## src/sv/bblt_ram.sv

```systemverilog
`timescale 1ns / 1ps
// ----------------------------------------------------------------------------
// bblt_ram
// Generic single-clock RAM: one write port, one read port, registered read.
// A read of the address written in the same cycle returns the old data.
// ----------------------------------------------------------------------------
module bblt_ram #(
    parameter int WIDTH = 8,
    parameter int DEPTH = 16,
    parameter int ADDR_W = (DEPTH > 1) ? $clog2(DEPTH) : 1
) (
    input  logic              clk,
    input  logic              we,
    input  logic [ADDR_W-1:0] waddr,
    input  logic [WIDTH-1:0]  wdata,
    input  logic              re,
    input  logic [ADDR_W-1:0] raddr,
    output logic [WIDTH-1:0]  rdata
);

    logic [WIDTH-1:0] mem [DEPTH];
    logic [WIDTH-1:0] rdata_reg;

    always_ff @(posedge clk)
    begin
        if (we)
        begin
            mem[waddr] <= wdata;
        end
        if (re)
        begin
            rdata_reg <= mem[raddr];
        end
    end

    assign rdata = rdata_reg;

endmodule

```

## config.mk

```make
export PLATFORM = sky130hd
export DESIGN_NAME = bblt_ram
export DESIGN_NICKNAME = d
export VERILOG_FILES = /design/src/sv/bblt_ram.sv
export SDC_FILE = /design/constraint.sdc
export NUM_CORES = 1
export LEC_CHECK = 0
export BUFFER_PORTS_ARGS = -buffer_cell sky130_fd_sc_hd__buf_2
export CAP_MARGIN = 5
export CORE_MARGIN = 5
export CORE_UTILIZATION = 49
export DETAILED_ROUTE_END_ITERATION = 6
export GPL_ROUTABILITY_DRIVEN = 0
export PLACE_DENSITY = 0.66
export REMOVE_ABC_BUFFERS = 1
export SLEW_MARGIN = 20
export SYNTH_ARGS = -nofsm -noshare
export SYNTH_HDL_FRONTEND = slang
export SYNTH_SLANG_ARGS = --single-unit
```

## constraint.sdc

```tcl
create_clock -name clk -period 2.4 [get_ports clk]
set_clock_uncertainty 0.2 [all_clocks]
set_input_delay 0 -clock clk [delete_from_list [all_inputs] [get_ports clk]]
set_output_delay 0 -clock clk [all_outputs]
set_load 0.01 [all_outputs]
```

==> results.py <==
metrics = {
    "cells_and_area": {
        "synthToLayoutAreaGrowth_pct": 20.1,
        "design_area_um2": 6280,
        "fin_nets": 322,
        "antenna_cells": 0,
        "drive_gt1_frac": 0.265,
        "largest_register_ffs": 128,
    },
    "min_path": {
        "whs_endpoint": "rdata[0]",
        "hp-start": "raddr[0]",
        "whs_path_depth": 4,
        "hold_class": "primary input to register",
    },
    "critical_path": {
        "reg2reg_from": "mem[5][2]",
        "critPathKind": "primary input to register",
        "reg2reg_to": "rdata[2]",
        "cp.required_ns": 2.58,
        "worstPathMaxFanout": 7,
        "worst_setup_path_start_kind": "primary input",
        "cp.arrival_ns": 2.42,
        "end_kind": "register",
        "regToRegSetupSlack_ns": 0.28,
        "rr_worst_depth": 4,
    },
    "route": {
        "drt.antenna.violating_nets": 0,
        "routedWlPerCell_um": 22.1,
        "dr_total_vias": 2505,
        "viasPerCell": 5.58,
        "dr.pass1.iters": 4,
        "drt_iter0_drc": 194,
        "drc_errors": 0,
        "postRouteWirelength_mm": 9.90,
    },
    "global_route": {
        "overflow": 0,
        "grt_pass1_vias": 2671,
        "grt_pass1_wl_mm": 15.4,
        "antenna_found_initial": 0,
        "grt_usage": 0.170,
        "grt_max_degree": 27,
    },
    "cts": {
        "root_buffer": "clkbuf_8",
        "post_cts_buffers": 0,
        "cts_buffers": 17,
        "clkLatencyLatePin_ns": 0.51,
        "h-tree-depth": 4,
        "cts_tree": "yes",
        "path_clk_slew_ns": 0.05,
        "cts.sinks": 136,
        "clockBufferDepth": 2,
    },
    "yosys": {
        "avgSynthCellArea_um2": 22.8,
        "synth-compound-area-share": 0.0230,
        "synth_area_leaders": "edfxtp_1 78%, mux4_2 7.8%, mux4_1 7.0%",
        "synth_seq_cells": 136,
        "synth_mux_area_frac": 0.148,
        "synth.yosys.seq_area_share": 0.781,
        "synthXorXnorAreaFrac": 0,
        "syn_area_um2": 5230,
        "yosys_warnings": 0,
        "yosysMostFrequentCell": "edfxtp_1",
        "yosysTopAreaCellShare": 0.781,
        "ys.flop_type": "edfxtp_1",
        "synthCells": 229,
        "ys_types": 18,
        "synthTopCellsByCount": "136 x edfxtp_1, 18 x mux4_2, 16 x a22oi_1, 14 x mux4_1, 13 x nor2_1",
        "yosys.area_share.simple": 0.0314,
        "synth_top_family_by_area": "multiplexers",
        "synth.largest_area_cell": "edfxtp_1",
        "async_reset_ff_frac": 0,
        "synth_edf_count": 136,
        "synthAdderAreaFrac": 0,
    },
    "power": {
        "power_frac_seq": 0.538,
        "p_switching_uw": 992,
        "clock_power_share": 0.409,
        "powerDensity_nw_per_um2": 798,
        "p_leak_nw": 2.13,
        "swShare": 0.198,
        "ir_drop_uv": 440,
        "p_comb_frac": 0.053,
        "p_int_mw": 4.02,
        "finalPower_mw": 5.01,
    },
    "timing": {
        "min_period_over_period": 0.935,
        "slew_viol_final": 0,
        "setup_viol": 0,
        "rsz0062_at_grt": "no",
        "hold_viol_final": 0,
        "max_freq_ghz": 0.446,
        "slew_headroom": 0.532,
        "timing.final.crit_period_ns": 2.24,
        "worst_pin_slew_ns": 0.701,
        "tns_ns": 0,
    },
    "floorplan": {
        "dieWidth_um": 113,
        "ioPinCount": 27,
        "num_rows": 37,
        "die_h_um": 113,
        "dieArea_um2": 12800,
        "start_util": 0.504,
        "coreArea_um2": 10400,
    },
    "run_status": {
        "status": "finished clean",
    },
    "run": {
        "maxCapViolations": 0,
    },
    "placed_design": {
        "portBuffers": 26,
        "post-dp-hpwl_mm": 6.18,
        "post_dp_cell_area_um2": 5600,
    },
}
-- how the worst max path moves through the flow --
stage | from | endpoint | slack, ns | depth (start not counted)
floorplan | waddr[2] | mem[0][0] | 0.71 | 2
global placement | raddr[0] | rdata[5] | 0.48 | 5
detailed placement | raddr[0] | rdata[5] | 0.45 | 5
CTS | raddr[2] | rdata[2] | 0.04 | 7
global route | raddr[2] | rdata[2] | 0.09 | 7
finish | raddr[2] | rdata[2] | 0.16 | 7
-- per-stage QoR --
| stage | hold WS, ns | setup slack [ns] | instances | util |
|---|---|---|---|---|
| 5_1_grt | 0.0938 | 0.0923 | 449 | 0.605 |
| 3_3_place_gp | 0.174 | 0.485 | 399 | 0.540 |
| 6_report | 0.0593 | 0.156 | 449 | 0.605 |
| 2_1_floorplan | -0.101 | 0.707 | 219 | - |
| 4_1_cts | 0.0381 | 0.0408 | 449 | 0.605 |
| 3_5_place_dp | 0.183 | 0.451 | 399 | 0.540 |
-- layout by cell type (no fill, tap or decap), types with 2 or more instances in the layout --
master	synthesis	routed
edfxtp_1	136	136
buf_2	3	26
dlygate4sd3_1	0	21
mux4_2	18	18
a22oi_1	16	16
clkbuf_16	0	16
buf_4	1	16
mux4_1	14	14
nor2_1	13	12
nand2_1	9	9
clkinv_1	0	8
nor3_1	4	4
nand3b_1	2	2
nand2b_1	2	2
clkbuf_1	0	2
clkinv_2	0	2
buf_12	0	2
-- critical path: stages --
cell           delay [ns]
dlygate4sd3_1        0.54
buf_2                0.15
nor2_2               0.32
dlygate4sd3_1        0.68
a22oi_1              0.10
dlygate4sd3_1        0.57
nand2_1              0.07
-- area by class of cell --
| class | instances | area, µm² |
|---|---|---|
| fill | 738 | 4090 |
| sequential | 136 | 4080 |
| multi-input combinational | 83 | 1060 |
| timing repair buffer | 65 | 500 |
| clock buffer | 19 | 422 |
| tap | 136 | 170 |
| clock inverter | 10 | 40.0 |
-- what timing repair did --
action / CTS / global route
resized for setup: 0 / 1
endpoints found under the setup margin: 0 / 1
hold buffers: 21 / 0
endpoints found under the hold margin: 271 / 0
-- power groups by stage --
stage	sequential (mW)	combinational [mW]	clock [mW]
3_5_place_dp	2.74	0.246	0
5_1_grt	2.70	0.293	2.22
6_report	2.69	0.268	2.05
3_3_place_gp	2.74	0.241	0
4_1_cts	2.69	0.273	2.10
2_1_floorplan	2.74	0.107	0
-- routing by layer --
layer	part of all wire	global-route usage	wire length (µm)	vias up
li1	-	-	-	1126
met1	0.42	0.228	4180	1287
met2	0.50	0.270	4980	81
met3	0.063	0.0481	623	11
met4	0.012	0.0601	119	0
met5	0	0	0	-
-- logic make-up (layout without fill, tap and decap cells) --
group                  Yosys count  after routing
buffers and inverters           10             94
AO/OA/AOI/OAI                   16             16
flip-flops                     136            136
multiplexers                    32             32
AND/OR/NAND/NOR                 35             35
No activity file was read; power rests on OpenSTA's default activity.
