### config.mk
export PLATFORM = sky130hd
export DESIGN_NAME = bblt_next_label
export DESIGN_NICKNAME = d
export VERILOG_FILES = /design/src/sv/bblt_pkg.sv /design/src/sv/bblt_next_label.sv
export SDC_FILE = /design/constraint.sdc
export NUM_CORES = 1
export LEC_CHECK = 0
export ABC_AREA = 1
export BUFFER_PORTS_ARGS = -buffer_cell sky130_fd_sc_hd__buf_2
export CORE_MARGIN = 2
export CORE_UTILIZATION = 35
export DETAILED_ROUTE_END_ITERATION = 6
export PLACE_DENSITY_LB_ADDON = 0.12
export SYNTH_ARGS = -nofsm -noshare
export SYNTH_HDL_FRONTEND = slang
export SYNTH_SLANG_ARGS = --single-unit
### constraint.sdc
create_clock -name vclk -period 5
set_input_delay 0.25 -clock vclk [all_inputs]
set_output_delay 0.25 -clock vclk [all_outputs]
set_load 0.01 [all_outputs]
### src/sv/bblt_pkg.sv
`timescale 1ns / 1ps
// ----------------------------------------------------------------------------
// bblt_pkg
// Shared types, codes and reset values of the block background label tracker.
// ----------------------------------------------------------------------------
package bblt_pkg;

    // Block kinds as kept in the label store
    typedef enum logic [2:0] {
        KIND_UNDEF  = 3'd0,
        KIND_BG     = 3'd1,
        KIND_STILL  = 3'd2,
        KIND_ILLUM  = 3'd3,
        KIND_MOVING = 3'd4
    } kind_t;

    // Background update requested from the caller
    typedef enum logic [1:0] {
        ACT_NONE  = 2'd0,
        ACT_COPY  = 2'd1,
        ACT_BLEND = 2'd2,
        ACT_SIDE  = 2'd3
    } action_t;

    // One label store entry
    typedef struct packed {
        kind_t      kind;
        logic [7:0] count;
    } label_t;

    localparam int LABEL_W = $bits(label_t);

    // Result of one label update
    typedef struct packed {
        label_t  label;
        action_t action;
        logic    first_def;
    } update_t;

    // Configuration register indexes
    localparam logic [1:0] CFG_CORR_THRESHOLD = 2'd0;
    localparam logic [1:0] CFG_STILL_LIMIT    = 2'd1;
    localparam logic [1:0] CFG_BLOCKS_IN_USE  = 2'd2;

    localparam int CFG_INDEX_W = 2;
    localparam int CFG_DATA_W  = 16;

    // Field widths
    localparam int INDEX_W = 12;
    localparam int CORR_W  = 16;
    localparam int COUNT_W = 8;
    localparam int BLOCKS_W = 13;

    // Reset values
    localparam logic [CORR_W-1:0]   CORR_THRESHOLD_RST = 16'd22938;  // 0.7 in Q1.15
    localparam logic [COUNT_W-1:0]  STILL_LIMIT_RST    = 8'd20;
    localparam logic [BLOCKS_W-1:0] BLOCKS_IN_USE_RST  = 13'd4096;

    localparam int MAX_BLOCKS_DEFAULT = 4096;

endpackage

### src/sv/bblt_next_label.sv
`timescale 1ns / 1ps
// ----------------------------------------------------------------------------
// bblt_next_label
// Label transition: new kind and count from the previous label, the motion
// verdict and the correlation, plus the background update to request.
// ----------------------------------------------------------------------------
module bblt_next_label (
    input  bblt_pkg::label_t               prev,
    input  logic                           moving,
    input  logic [bblt_pkg::CORR_W-1:0]    corr,
    input  logic [bblt_pkg::CORR_W-1:0]    corr_threshold,
    input  logic [bblt_pkg::COUNT_W-1:0]   still_limit,
    output bblt_pkg::update_t              upd
);
    import bblt_pkg::*;

    logic [COUNT_W:0]   still_inc;
    logic [COUNT_W-1:0] still_sat;

    // Still count + 1, saturated at the limit
    assign still_inc = {1'b0, prev.count} + (COUNT_W+1)'(1);
    assign still_sat = (still_inc > {1'b0, still_limit}) ? still_limit
                                                         : still_inc[COUNT_W-1:0];

    always_comb
    begin
        upd.label.kind  = KIND_UNDEF;
        upd.label.count = '0;
        upd.action      = ACT_NONE;
        upd.first_def   = 1'b0;

        if (prev.kind == KIND_UNDEF && moving)
        begin
            upd.label.kind = KIND_UNDEF;
        end
        else if (!moving)
        begin
            if (corr > corr_threshold)
            begin
                upd.label.kind = KIND_BG;
            end
            else
            begin
                upd.label.kind = KIND_STILL;
                if (prev.kind == KIND_STILL)
                begin
                    upd.label.count = still_sat;
                end
            end
        end
        else
        begin
            if (corr < corr_threshold)
            begin
                upd.label.kind  = KIND_MOVING;
                upd.label.count = (prev.kind == KIND_MOVING) ? COUNT_W'(1) : '0;
            end
            else
            begin
                upd.label.kind = KIND_ILLUM;
            end
        end

        if (upd.label.kind != KIND_UNDEF)
        begin
            if (prev.kind == KIND_UNDEF &&
                (upd.label.kind == KIND_BG || upd.label.kind == KIND_STILL))
            begin
                upd.action    = ACT_COPY;
                upd.first_def = 1'b1;
            end
            else if (upd.label.kind == KIND_BG || upd.label.kind == KIND_ILLUM)
            begin
                upd.action = ACT_BLEND;
            end
            else if (upd.label.kind == KIND_STILL)
            begin
                if (upd.label.count >= still_limit)
                begin
                    upd.action = ACT_COPY;
                end
            end
            else if (upd.label.kind == KIND_MOVING && upd.label.count == COUNT_W'(1))
            begin
                upd.action = ACT_SIDE;
            end
        end
    end

endmodule

==> results.py <==
metrics = {
    "grt": {
        "grt_usage_pct": 14.1,
        "grt_pass1_vias": 1285,
        "overflow": 0,
        "antenna_found_initial": 0,
        "grt_start_max_net_pins": 11,
        "grt_pass1_wl_um": 5070,
    },
    "drt": {
        "drtIter0Drc": 23,
        "num_vias": 1457,
        "routedWlPerCell_um": 9.06,
        "totalWireLength_um": 3020,
        "firstDrtPassIters": 4,
        "drtAntennaViolNets": 0,
        "drcViolationCount": 0,
        "viasPerCell": 4.38,
    },
    "timing": {
        "slew_viol_final": 0,
        "slew_headroom_pct": 72.9,
        "setup_viol": 0,
        "finalHoldViolCount": 0,
        "period_share_pct": 70.4,
        "rsz0062_at_grt": "no",
        "setup_slack_ns": 1.48,
        "tightest_slew_ns": 0.405,
        "max_freq_ghz": 0.284,
        "tns_ns": 0,
        "period_minus_slack_ns": 3.52,
    },
    "synth": {
        "syn_area_um2": 1310,
        "syn_inst": 219,
        "synth_top_area_share_pct": 31.5,
        "ys_warn_count": 0,
        "synth_cell_type_count": 31,
        "ys_seq_area_share_pct": 0,
        "netlist_top_cells_area": "ha_1 (32%), inv_1 (13%), nand2_1 (12%), nor2_1 (8.3%), a21oi_1 (4.6%)",
        "avgSynthCellArea_um2": 5.98,
        "synth_fp_nets": 304,
        "yosysTopAreaCell": "ha_1",
    },
    "placed_design": {
        "gp_congestion": 0.785,
        "dp_hpwl_um": 2830,
        "dp_slack_ns": 1.46,
        "io_buffers": 66,
    },
    "pwr": {
        "intPower_w": 0.0000589,
        "p_comb_share_pct": 100.0,
        "pwr-share-seq_pct": 0,
        "powerDensity_nw_per_um2": 79.9,
        "swShare_pct": 56.6,
        "power_w": 0.000136,
        "leakage_nw": 1.11,
        "p_switching_w": 0.0000769,
        "clockPowerShare_pct": 0,
        "ir_drop_uv": 29.3,
    },
    "status": {
        "status": "completed",
    },
    "floorplan": {
        "die_h_um": 65.2,
        "fp.coreArea_um2": 3630,
        "ios": 66,
        "die_w_um": 65.2,
        "rows": 22,
        "start_util_pct": 36.1,
        "die_area_um2": 4250,
    },
    "hold_path": {
        "holdCritPathClass": "in2out",
    },
    "worst_setup_path": {
        "end_kind": "output port",
        "worstSetupPathType": "in2out",
        "crit_arrival_ns": 3.27,
        "cpPeakStageDelay_ns": 0.29,
        "critPathMostFrequentCell": "nand3_1",
        "crit_fanout": 10,
        "critPathSlowestCell": "ha_1",
        "startpoint_type": "primary input",
        "required_ns": 4.75,
    },
    "cells_and_area": {
        "register_area_um2": 0,
        "num-nets-final": 372,
        "seq_cell_count": 0,
        "layout_commonest_cell": "buf_2",
        "antennaDiodeCount": 0,
        "final_cell_mix": "buf_2 (66), inv_1 (45), nand2_1 (41)",
        "drive_gt1_share_pct": 31.6,
        "syn_to_final_growth_pct": 29.8,
        "clkbuf_count": 0,
    },
    "clocking": {
        "cts_hold_buffers": 0,
        "cts_setup_buffers": 0,
        "cts-resized-gates": 0,
    },
    "job": {
        "maxCapViolCount": 0,
    },
}
[cell usage after synthesis (2+ instances only)]
master / n
a21oi_1: 12
a21oi_2: 2
ha_1: 33
inv_1: 45
inv_2: 4
nand2_1: 41
nand2_2: 9
nand2_4: 2
nand3_1: 11
nand3b_1: 2
nand4_1: 3
nor2_1: 29
nor3_1: 2
o21ai_1: 6
o21bai_1: 2
[final timing paths]
check / slack (ns) / endpoint / cells past startpoint / from
setup / recovery: 1.48 / upd[1] / 25 / prev[0]
hold / removal: 0.82 / upd[0] / 3 / moving
[layer usage]
| layer | global-route usage, % | wire length [um] | up-vias |
|---|---|---|---|
| met5 | 0 | 0 | - |
| met4 | 0 | 0 | 0 |
| met3 | 0.514 | 149 | 0 |
| met2 | 24.9 | 1260 | 34 |
| met1 | 20.3 | 1610 | 589 |
| li1 | - | - | 834 |
[logic make-up after synthesis]
| logic type | count (synthesis) | synth area share, % |
|---|---|---|
| AO/OA/AOI/OAI | 27 | 12.0 |
| AND/OR/NAND/NOR | 107 | 40.4 |
| XOR/XNOR | 2 | 1.34 |
| adder cells (fa/ha/maj) | 33 | 31.5 |
| buffers and inverters | 50 | 14.7 |
[worst max-delay path: cells and delay by family]
family	cells	cell delay, ns
and+or+nand+nor	14	1.28
adders and majority gates	3	0.76
buffers and inverters	5	0.43
AOI/OAI and AO/OA	2	0.34
xor gates and xnor gates	1	0.20
[final cells by class]
| type | instances | area, um2 |
|---|---|---|
| fillers | 424 | 1930 |
| well taps | 48 | 60.1 |
| multi-input cells | 169 | 1120 |
| repair buffers | 66 | 330 |
| inverters | 50 | 193 |
[power by group through the flow]
stage	clock (W)	sequential, W	combinational (W)
after global placement	0	0	0.000137
final	0	0	0.000136
after global routing	0	0	0.000158
after CTS	0	0	0.000139
after floorplan	0	0	0.0000918
after detailed placement	0	0	0.000138
[metrics by stage]
stage	util (%)	area, um2	hold WS [ns]	cells
final	46.8	1700	0.817	333
after global routing	46.8	1700	0.832	333
after CTS	46.8	1700	0.809	333
after detailed placement	46.8	1700	0.808	333
after global placement	46.8	1700	0.815	333
after floorplan	-	1310	0.552	219
No activity file was read; power rests on OpenSTA's default activity.
